==> src/rtl/assert_macros.svh <==
// Assertion helpers; the using module provides clk and rst.
`ifndef ASSERT_MACROS_SVH
`define ASSERT_MACROS_SVH

// Property checked on every clock edge outside reset.
`define ASSERT_CLK(label, prop, msg) \
  label: assert property (@(posedge clk) disable iff (rst) prop) else $error(msg);

// Condition that must never be seen outside reset.
`define ASSERT_NEVER(label, cond, msg) \
  label: assert property (@(posedge clk) disable iff (rst) !(cond)) else $error(msg);

`endif

==> src/rtl/lad_pkg.sv <==
`default_nettype none
package lad_pkg;

  // opcodes
  localparam logic [2:0] OP_INS_REAR  = 3'd0;
  localparam logic [2:0] OP_DEL_FRONT = 3'd1;
  localparam logic [2:0] OP_INS_FRONT = 3'd2;
  localparam logic [2:0] OP_DEL_REAR  = 3'd3;
  localparam logic [2:0] OP_READ_ALL  = 3'd4;

  // result status codes
  localparam logic [1:0] ST_OK       = 2'd0;
  localparam logic [1:0] ST_OVERFLOW = 2'd1;
  localparam logic [1:0] ST_EMPTY    = 2'd2;
  localparam logic [1:0] ST_NOFRONT  = 2'd3;

  typedef struct packed {
    logic [2:0]         opcode;
    logic signed [31:0] item_value;
  } lad_req_t;

  typedef struct packed {
    logic [1:0]         status;
    logic               has_value;
    logic signed [31:0] out_value;
    logic               last;
  } lad_rsp_t;

  // controller -> datapath
  typedef struct packed {
    logic take;   // latch request
    logic exec;   // carry out latched opcode
    logic emit;   // load read data into response register
    logic step;   // advance read-out scan, issue next read
  } lad_cmd_t;

  // datapath -> controller
  typedef struct packed {
    logic needs_read;
    logic read_last;
    logic out_free;
  } lad_sts_t;

endpackage
`default_nettype wire

==> src/rtl/lad_ctrl.sv <==
`default_nettype none
module lad_ctrl
  import lad_pkg::*;
(
  input  wire logic     clk,
  input  wire logic     rst,
  input  wire logic     req_valid,
  output logic          req_ready,
  input  wire lad_sts_t sts,
  output lad_cmd_t      cmd
);

  typedef enum logic [1:0] {
    S_IDLE,
    S_EXEC,
    S_READ
  } state_t;

  state_t state, state_next;

  always_comb begin
    state_next = state;
    cmd        = '0;
    req_ready  = 1'b0;
    case (state)
      S_IDLE: begin
        req_ready = 1'b1;
        if (req_valid) begin
          cmd.take   = 1'b1;
          state_next = S_EXEC;
        end
      end
      S_EXEC: begin
        if (sts.needs_read) begin
          cmd.exec   = 1'b1;
          state_next = S_READ;
        end else if (sts.out_free) begin
          cmd.exec   = 1'b1;
          state_next = S_IDLE;
        end
      end
      S_READ: begin
        if (sts.out_free) begin
          cmd.emit = 1'b1;
          if (sts.read_last) begin
            state_next = S_IDLE;
          end else begin
            cmd.step = 1'b1;
          end
        end
      end
      default: begin
        state_next = S_IDLE;
      end
    endcase
  end

  always_ff @(posedge clk) begin
    if (rst) begin
      state <= S_IDLE;
    end else begin
      state <= state_next;
    end
  end

endmodule
`default_nettype wire

==> src/rtl/lad_dp.sv <==
`default_nettype none
module lad_dp
  import lad_pkg::*;
#(
  parameter int DEPTH = 16
) (
  input  wire logic     clk,
  input  wire logic     rst,
  input  wire lad_req_t req,
  input  wire lad_cmd_t cmd,
  output lad_sts_t      sts,
  input  wire logic     rsp_ready,
  output logic          rsp_valid,
  output lad_rsp_t      rsp
);

  localparam int IW = $clog2(DEPTH + 1);  // index incl. DEPTH
  localparam int AW = $clog2(DEPTH);      // slot address

  logic signed [31:0] mem [DEPTH];

  logic [2:0]         op_q;
  logic signed [31:0] item_q;
  logic [IW-1:0]      front, rear1;
  logic [AW-1:0]      scan, last_addr;
  logic               single;
  logic signed [31:0] rd_data;

  logic [IW-1:0] front_inc, front_dec, rear_dec;
  logic [AW-1:0] scan_inc;
  logic          empty, rear_full;
  logic          wr_en, rd_en;
  logic [AW-1:0] wr_addr, rd_addr;
  logic [1:0]    res_status;
  logic          is_read_op;

  assign front_inc = front + IW'(1);
  assign front_dec = front - IW'(1);
  assign rear_dec  = rear1 - IW'(1);
  assign scan_inc  = scan + AW'(1);
  assign empty     = (front >= rear1);
  assign rear_full = (rear1 == IW'(DEPTH));

  assign is_read_op = (op_q == OP_DEL_FRONT) || (op_q == OP_DEL_REAR) ||
                      (op_q == OP_READ_ALL);

  assign sts.needs_read = is_read_op && !empty;
  assign sts.read_last  = single || (scan == last_addr);
  assign sts.out_free   = !rsp_valid || rsp_ready;

  always_comb begin
    wr_en      = 1'b0;
    wr_addr    = rear1[AW-1:0];
    rd_en      = 1'b0;
    rd_addr    = front[AW-1:0];
    res_status = ST_OK;
    case (op_q)
      OP_INS_REAR: begin
        if (rear_full) begin
          res_status = ST_OVERFLOW;
        end else begin
          wr_en = cmd.exec;
        end
      end
      OP_DEL_FRONT, OP_READ_ALL: begin
        if (empty) begin
          res_status = ST_EMPTY;
        end else begin
          rd_en = cmd.exec;
        end
      end
      OP_INS_FRONT: begin
        if (front == '0 && rear1 == '0) begin
          wr_en   = cmd.exec;
          wr_addr = '0;
        end else if (front != '0) begin
          wr_en   = cmd.exec;
          wr_addr = front_dec[AW-1:0];
        end else begin
          res_status = ST_NOFRONT;
        end
      end
      OP_DEL_REAR: begin
        if (empty) begin
          res_status = ST_EMPTY;
        end else begin
          rd_en   = cmd.exec;
          rd_addr = rear_dec[AW-1:0];
        end
      end
      default: begin
        res_status = ST_OK;
      end
    endcase
    if (cmd.step) begin
      rd_en   = 1'b1;
      rd_addr = scan_inc;
    end
  end

  // element store, one write port and one read port
  always_ff @(posedge clk) begin
    if (wr_en) begin
      mem[wr_addr] <= item_q;
    end
    if (rd_en) begin
      rd_data <= mem[rd_addr];
    end
  end

  // latched request and scan bookkeeping
  always_ff @(posedge clk) begin
    if (cmd.take) begin
      op_q   <= req.opcode;
      item_q <= req.item_value;
    end
    if (cmd.exec) begin
      scan      <= front[AW-1:0];
      last_addr <= rear_dec[AW-1:0];
      single    <= (op_q != OP_READ_ALL);
    end else if (cmd.step) begin
      scan <= scan_inc;
    end
  end

  // queue indices
  always_ff @(posedge clk) begin
    if (rst) begin
      front <= '0;
      rear1 <= '0;
    end else if (cmd.exec) begin
      case (op_q)
        OP_INS_REAR: begin
          if (!rear_full) begin
            rear1 <= rear1 + IW'(1);
          end
        end
        OP_DEL_FRONT: begin
          if (!empty) begin
            if (front_inc >= rear1) begin
              front <= '0;
              rear1 <= '0;
            end else begin
              front <= front_inc;
            end
          end
        end
        OP_INS_FRONT: begin
          if (front == '0 && rear1 == '0) begin
            rear1 <= IW'(1);
          end else if (front != '0) begin
            front <= front_dec;
          end
        end
        OP_DEL_REAR: begin
          if (!empty) begin
            if (front >= rear_dec) begin
              front <= '0;
              rear1 <= '0;
            end else begin
              rear1 <= rear_dec;
            end
          end
        end
        default: begin
          front <= front;
        end
      endcase
    end
  end

  // response register
  always_ff @(posedge clk) begin
    if (rst) begin
      rsp_valid <= 1'b0;
    end else if ((cmd.exec && !sts.needs_read) || cmd.emit) begin
      rsp_valid <= 1'b1;
    end else if (rsp_ready) begin
      rsp_valid <= 1'b0;
    end
  end

  always_ff @(posedge clk) begin
    if (cmd.emit) begin
      rsp.status    <= ST_OK;
      rsp.has_value <= 1'b1;
      rsp.out_value <= rd_data;
      rsp.last      <= sts.read_last;
    end else if (cmd.exec && !sts.needs_read) begin
      rsp.status    <= res_status;
      rsp.has_value <= 1'b0;
      rsp.out_value <= '0;
      rsp.last      <= 1'b1;
    end
  end

endmodule
`default_nettype wire

==> src/rtl/linear_array_deque.sv <==
// Double-ended queue in a linear (non-wrapping) array of DEPTH signed words.
// Request channel (req_valid/req_ready/req): opcode plus item_value.
//   Opcodes: insert rear, delete front, insert front, delete rear, read out.
// Response channel (rsp_valid/rsp_ready/rsp): status, has_value, out_value,
//   last. Every transaction gives one response, except a read-out of a
//   non-empty queue, which streams one response per element, front to rear,
//   with last set on the final one.
// Order: an insert, an unused opcode or an error/empty response is loaded
//   into the response register when the request executes; a delete or a
//   read-out first reads the element store, then loads the response register.
// Throughput: one request in flight at a time; a read-out streams one
//   element per cycle while the response channel is not stalled.
// Stall: a held response holds back the next response; nothing is lost or repeated.
// Reset (rst, synchronous): front and rear indices clear to an empty queue.
//   The element store is not cleared; only written slots are ever read, so
//   no clearing pass is needed and a request can be taken right after reset.
`default_nettype none
module linear_array_deque
  import lad_pkg::*;
#(
  parameter int DEPTH = 16
) (
  input  wire logic     clk,
  input  wire logic     rst,
  input  wire logic     req_valid,
  output logic          req_ready,
  input  wire lad_req_t req,
  output logic          rsp_valid,
  input  wire logic     rsp_ready,
  output lad_rsp_t      rsp
);

  `include "assert_macros.svh"

  lad_cmd_t cmd;  // controller commands
  lad_sts_t sts;  // datapath status

  // sequencer: take, execute, stream reads
  lad_ctrl u_ctrl (
    .clk       (clk),
    .rst       (rst),
    .req_valid (req_valid),
    .req_ready (req_ready),
    .sts       (sts),
    .cmd       (cmd)
  );

  // indices, element store and response register
  lad_dp #(
    .DEPTH (DEPTH)
  ) u_dp (
    .clk       (clk),
    .rst       (rst),
    .req       (req),
    .cmd       (cmd),
    .sts       (sts),
    .rsp_ready (rsp_ready),
    .rsp_valid (rsp_valid),
    .rsp       (rsp)
  );

  // a taken request closes the request port
  `ASSERT_CLK(a_take_closes, (req_valid && req_ready) |=> !req_ready, "request port not closed")
  // a read result always shows up as a valued response
  `ASSERT_CLK(a_emit_valued, cmd.emit |=> (rsp_valid && rsp.has_value), "emitted value missing")
  // a stalled response is never overwritten
  `ASSERT_NEVER(a_no_overwrite, rsp_valid && !rsp_ready && (cmd.emit || (cmd.exec && !sts.needs_read)), "stalled response overwritten")

endmodule
`default_nettype wire

==> config.mk <==
export PLATFORM = sky130hd
export DESIGN_NAME = linear_array_deque
export DESIGN_NICKNAME = d
export VERILOG_FILES = /design/src/rtl/lad_pkg.sv /design/src/rtl/lad_ctrl.sv /design/src/rtl/lad_dp.sv /design/src/rtl/linear_array_deque.sv
export VERILOG_INCLUDE_DIRS = /design/src /design/src/rtl
export SDC_FILE = /design/constraint.sdc
export NUM_CORES = 1
export LEC_CHECK = 0
export BUFFER_PORTS_ARGS = -buffer_cell sky130_fd_sc_hd__buf_2
export CELL_PAD_IN_SITES_DETAIL_PLACEMENT = 1
export CELL_PAD_IN_SITES_GLOBAL_PLACEMENT = 1
export CORE_UTILIZATION = 57
export DETAILED_ROUTE_END_ITERATION = 8
export GPL_ROUTABILITY_DRIVEN = 0
export PLACE_DENSITY_LB_ADDON = 0.1
export SLEW_MARGIN = 20
export SYNTH_ARGS = -nofsm -noshare
export SYNTH_HDL_FRONTEND = slang
export SYNTH_SLANG_ARGS = --single-unit
==> constraint.sdc <==
create_clock -name clk -period 6.2 [get_ports clk]
set_input_delay 0.62 -clock clk [delete_from_list [all_inputs] [get_ports clk]]
set_output_delay 0.62 -clock clk [all_outputs]
set_load 0.05 [all_outputs]
# Word-level counts from Yosys, hierarchy flattened
# Memory sizes are Yosys's and may differ from the RTL's. A register that Yosys moved wholly into a read port is not among the register bits.
# Cells that the tools add are included.
# W data, S select, Z words.
[op_classes] addsub=5 n_lt_le_gt_ge=3 eq_ne=21 mux=55 n_reduce_logical=25
[ops] operator="$mux W33" n=2
[ops] operator="$mux W5" n=12
[ops] operator="$mux W4" n=8
[ops] operator="$mux W2" n=10
[ops] operator="$pmux W5 S4" n=1
[ops] operator="$mux W1" n=18
[ops] operator="$ne A2 B2 Y1 const B" n=9
[ops] operator="$ge A5 B5 Y1" n=3
[ops] operator="$pmux W5 S3" n=1
[ops] operator="$reduce_and A7 Y1" n=2
[ops] operator="$pmux W2 S3" n=2
[ops] operator="$add A5 B1 Y5 const B" n=2
[ops] operator="$logic_not A5 Y1" n=2
[ops] operator="$sub A5 B1 Y5 const B" n=2
[ops] operator="$eq A3 B2 Y1 const B" n=2
[ops] operator="$reduce_bool A2 Y1" n=3
[ops] operator="$eq A5 B5 Y1 const B" n=1
[ops] operator="$logic_or A1 B1 Y1" n=5
[ops] operator="$reduce_bool A5 Y1" n=1
[ops] operator="$add A4 B1 Y4 const B" n=1
[ops] operator="$eq A4 B4 Y1" n=1
[ops] operator="$ne A2 B1 Y1 const B" n=2
[ops] operator="$reduce_and A4 Y1" n=1
[ops] operator="$reduce_bool A4 Y1" n=1
[ops] operator="13 further kinds" n=17
[word_totals] reg_bits=93 ramBits=512 in_bits=39 output_inout_bits=38 memories=1
[mem_list] name="u_dp.mem" words=16 word_bits=32 read_ports=1 rd_ports_with_merged_regs=1 write_ports=1 line="lad_dp.sv:20" text="logic signed [31:0] mem [DEPTH];"

# Longest topological paths before layout
[logic_depth] ltp_word=11 depth_mapped=13 ltp_nobuf=11

# By module
# Synthesis repeated with hierarchy kept, for this count alone.
[hier_totals] cells_unflattened=1627 area_unflattened_um2=26101.3
[by_module_without_submodules] module="lad_dp" n_inst=1 cells_each=1612 area_each_um2=25983.7 seq_area_each_um2=18928.2
[by_module_without_submodules] module="lad_ctrl" n_inst=1 cells_each=15 area_each_um2=117.6 seq_area_each_um2=40.0

# Least setup slack after synthesis
# No wires, ideal clock.
[synth_timing] path_type="reg2reg" startpoint="reg u_dp.front[0]" endpoint="mem u_dp.mem[7][0], enable pin" setup_ns=0.421 t_arrival_ns=3.565 setup_slack_ns=2.214 path_stages_with_launch=9 n_path_buf=1 synth_period_minus_slack_ns=3.986 path_cell_list="dfxtp_1 -> clkbuf_1 -> inv_1 -> ha_1 -> or4b_1 -> o21ai_0 -> a21oi_1 -> or3_1 -> nor2_1"
[synth_between] elab_chain_cells=10 word_cells_on_any_way=18 classes_between="1 x add/sub; 1 x order compare; 11 x mux; 5 x reduce/logical"
[synth_lines] element="start, declared" line="lad_dp.sv:24" text="logic [IW-1:0] front, rear1;"
[synth_lines] element="start signal, assigned" line="lad_dp.sv:144" text="front <= front_inc;"
[synth_lines] element="start signal, assigned" line="lad_dp.sv:152" text="front <= front_dec;"
[synth_lines] element="start signal, assigned" line="lad_dp.sv:166" text="front <= front;"
[synth_lines] element="$ge A5 B5 Y1" line="lad_dp.sv:41" text="assign empty = (front >= rear1);"
[synth_lines] element="$logic_not A1 Y1" line="lad_dp.sv:47" text="assign sts.needs_read = is_read_op && !empty;"
[synth_lines] element="$logic_and A1 B1 Y1" line="lad_dp.sv:47"
[synth_lines] element="$mux W1" line="lad_ctrl.sv:34" text="if (sts.needs_read) begin"
[synth_lines] element="$mux W1" line="lad_ctrl.sv:25" text="case (state)"
[synth_lines] element="$mux W1" line="lad_dp.sv:76" text="end else if (front != '0) begin"
[synth_lines] element="$mux W1" line="lad_dp.sv:73" text="if (front == '0 && rear1 == '0) begin"
[synth_lines] element="$pmux W1 S2" line="lad_dp.sv:57" text="case (op_q)"
[synth_lines] element="$mux W1" line="lad_dp.sv:103" text="if (wr_en) begin"
[synth_lines] element="$mux W1 (implied by the code)" line="lad_dp.sv:104" text="mem[wr_addr] <= item_q;"
[synth_lines] element="end, declared" line="lad_dp.sv:20"
# Parallel ways exist; a longest one is shown, timed or not.

# Worst setup path after layout
[layout_timing] startpoint="reg u_dp.rear1[4]" endpoint="reg u_dp.rd_data[6], read port of u_dp.mem, data pin"
[layout_between] elab_chain_cells=8 word_cells_on_any_way=11 classes_between="1 x order compare; 8 x mux; 2 x reduce/logical"
[layout_lines] element="start, declared" line="lad_dp.sv:24"
[layout_lines] element="start signal, assigned" line="lad_dp.sv:135" text="rear1 <= rear1 + IW'(1);"
[layout_lines] element="start signal, assigned" line="lad_dp.sv:161" text="rear1 <= rear_dec;"
[layout_lines] element="$ge A5 B5 Y1 *" line="lad_dp.sv:41"
[layout_lines] element="$logic_not A1 Y1" line="lad_dp.sv:47"
[layout_lines] element="$logic_and A1 B1 Y1" line="lad_dp.sv:47"
[layout_lines] element="$mux W1" line="lad_ctrl.sv:34"
[layout_lines] element="$mux W1" line="lad_ctrl.sv:25"
[layout_lines] element="$mux W1" line="lad_dp.sv:66, lad_dp.sv:84"
[layout_lines] element="$mux W1"
[layout_lines] element="$mux W1" line="lad_dp.sv:95" text="if (cmd.step) begin"
[layout_lines] element="end, declared" line="lad_dp.sv:27" text="logic signed [31:0] rd_data;"
# Mark *: on every way between the ends. The rest lies on a longest branch, timed or not.
# A chain may end at the register's enable or synchronous reset.

==> results.md <==
* Status: complete, no violations
* Hold Startpoint: req[31]
* Critical path launch point: u_dp.rear1[4]
* Clk_skew at 0.0279 ns
* Area after DPL at 27700 um^2
* Synth cell count leaders: edfxtp_1, inv_1, a211oi_1, a311oi_1, nand2_1
* Synthesized flop and latch total at 637
* Synth Area in Adders at 0.988%
* Post-synth EDFFs at 621
* Pre-antenna DRT Iters at 7
* R2R Setup Slk at 1.52 ns
* CTS root buffer: clkbuf_16
* Final Cell Area at 29600 um^2
* DR vias/cell at 6.87
* Netlist cell types at 66
* CTS tree: built
* Final HPWL DP at 43.1 mm
* Fin nets at 1924
* Area growth syn-to-layout at 11.5%
* RSZ-0062 raised after global routing: no
* Area of the multi-input gates at 6610 um^2
* Synth Flop Type: edfxtp_1
* Largest net degree at the start of global routing at 98
* Final WL at 78.8 mm
* Initial drt markers at 1913
* Largest cells by area after synthesis: edfxtp_1, a311oi_1, a211oi_1, mux2i_1, inv_1
* CTS clock-pin slew for the worst setup and hold paths at 0.06 ns
* Setup crit start kind: flip-flop
* Compound-Gate Fraction of Synth Area at 16.1%
* Crit path arrival time at 5.16 ns
* CP max FO at 42
* Final worst slack at 1.52 ns
* Initial Utilization at 58.2%
* Worst vdd ir at 270 uV
* FF/Latch Area at 19000 um^2
* Post-synthesis mux area share at 2.61%
* Clock Sinks at 637
* First-pass GRT wire length at 117 mm
* Fraction of layout cells with a size suffix above 1 at 13.0%
* Mapped Area at 26600 um^2
* Final setup viols at 0
* Post-synth ARST share at 0%
* Post-route ant nets at 0
* Vias in the first global route at 18100
* Inserted Clock Buffers at 67
* Critical path type: reg2reg
* Deepest clock path buffer count at 3
* XOR/XNOR Fraction of Synth Area at 0.527%
* Synth area leader: edfxtp_1
* Top cell type's share of synthesized area at 70.1%
* Die width at 218 um
* Syn. warnings at 0
* # Post-CTS Setup Buffers at 0
* CP Capture Type: flip-flop
* CTS Hold Bufs at 0
* Crit share post-route at 75.4%
* Wirelength per Cell at 31.4 um
* Fmax at 214 MHz
* Post-Syn Nets at 1878
* Most common cell in the synthesized netlist: edfxtp_1
* Required time of the critical path at 6.68 ns
* HP Class: in2reg
* Cells after Synth at 1818
* Global Route Usage Sum at 33.8%
* # fillers at 4131
* Cells after DPL at 2395
* Total negative slack at 0 ns
* P per Cell Area at 301 nW/um^2
* R2R depth at 11
* Slew HR at 28.6%
* Final non-filler cell total at 2507
* Final hold vios at 0
* Port bufs at 76
* Die ar. at 47500 um^2
* Core footprint at 45700 um^2
* R2R Path Start: u_dp.rear1[4]
* Max-slew violations at 0
* # resized after CTS at 0
* Critical path destination: u_dp.rd_data[6]
* Die Y at 218 um
* Total number of vias at 17200
* Place WS at 1.61 ns
* Grt total ovfl at 0
* Fin crit period at 4.68 ns
* Layout Utilization at 64.9%
* Largest family of logic cells by synthesized area: compound AO/OA/AOI/OAI gates
* Post-synthesis sequential area ratio at 71.3%
* Max Cap Viol at 0
* ANT cells at 0
* Leak at 9.93 nW
* Worst skew pair latency at 0.61 ns
* H-tree level count at 3
* # DRC at 0
* FF-to-FF End: u_dp.rd_data[6]
* Initial antenna violation count at 4
* Syn avg cell area at 14.6 um^2
* Slew @ Worst Pin at 1.07 ns
* Std-Cell Rows at 78
* Ports at 77
* Synth Area in Simple Gates at 3.89%
-- cell usage in the layout (no fill, tap or decap), drive strengths merged, types with 3 or more instances in the layout --
master,Yosys,layout
dfxtp,16,16
o211a,33,33
a41o,3,3
xor2,4,4
o221ai,34,34
nor3,6,6
nand2b,7,7
a221oi,33,33
and3,33,33
a311oi,129,129
inv,144,150
a31oi,5,5
o211ai,5,5
clkbuf,89,85
a21o,5,5
ha,21,21
a211oi,138,138
bufinv,0,3
nand2,98,98
and2,7,7
buf,57,123
xnor2,12,12
a21oi,88,88
mux2i,67,67
edfxtp,621,621
nor3b,4,4
o21ai,78,78
nor2,33,33
nand3,9,9
or3,3,3
clkinv,1,19
-- worst max-delay path, cell delays in order (launching register included) --
cell and delay, ns:
dfxtp_1 0.34, clkinv_1 0.20, ha_1 0.47, a21oi_2 0.33, nand2_1 0.15, a211oi_1 0.54, o31a_2 0.54, buf_4 0.61
buf_4 0.62, a21oi_1 0.15, a221oi_1 0.37, o211a_1 0.20
-- kinds of logic (layout without fill, tap and decap cells) --
| kind of cell | count (synthesis) | after routing |
|---|---|---|
| AOI/OAI and AO/OA | 571 | 571 |
| xor gates and xnor gates | 16 | 16 |
| adders and majority gates | 21 | 21 |
| buffers and inverters | 291 | 380 |
| DFF | 637 | 637 |
| muxes | 69 | 69 |
| and+or+nand+nor | 213 | 213 |
-- registers in the layout, indices dropped and copies added, names as in the netlist --
name and flops:
u_dp.op_q 3, u_dp.rear1 5, u_dp.last_addr 4, u_dp.rsp_valid 1, u_dp.rd_data 32, u_dp.scan 4
u_dp.front 5, u_dp.rsp 36, u_dp.single 1, u_ctrl.state 2, u_dp.item_q 32, u_dp.mem 512
-- through the flow --
step                      total power [mW]  hold WS [ns]
final                                 8.92         0.183
after CTS                             8.94         0.162
after floorplan                       5.12         0.506
after global routing                  9.12         0.163
after global placement                5.23         0.460
after detailed placement              5.25         0.463
-- area by class of cell --
type	instances	share of cell area [%]
flip-flops and latches	637	64.0
multi-input cells	890	22.3
clock buffers	85	5.88
repair buffers	123	2.68
well taps	600	2.53
inverters	145	1.84
clock inverters	27	0.785
-- worst min-delay path by stage --
stage | to | slack, ns | cells past startpoint
detailed placement | u_dp.rsp[33] | 0.46 | 2
floorplan | u_dp.front[4] | 0.51 | 2
CTS | u_dp.item_q[16] | 0.16 | 1
global placement | u_dp.rsp[33] | 0.46 | 2
global route | u_dp.item_q[16] | 0.16 | 1
finish | u_dp.item_q[31] | 0.18 | 1
-- where the power goes --
part           internal (mW)  switching, mW  total (mW)
clock                   2.12           1.64        3.75
sequential              4.78         0.0724        4.85
combinational         0.0941          0.218       0.312
total                   6.99           1.93        8.92
-- metal layers --
metal	global-route usage (%)	up-vias	wire length, um
li1	-	7297	-
met1	44.5	8850	31100
met2	56.1	865	38900
met3	5.68	211	5820
met4	13.6	0	2920
met5	0	-	0
Note: power is estimated with default switching activity, not from simulation.
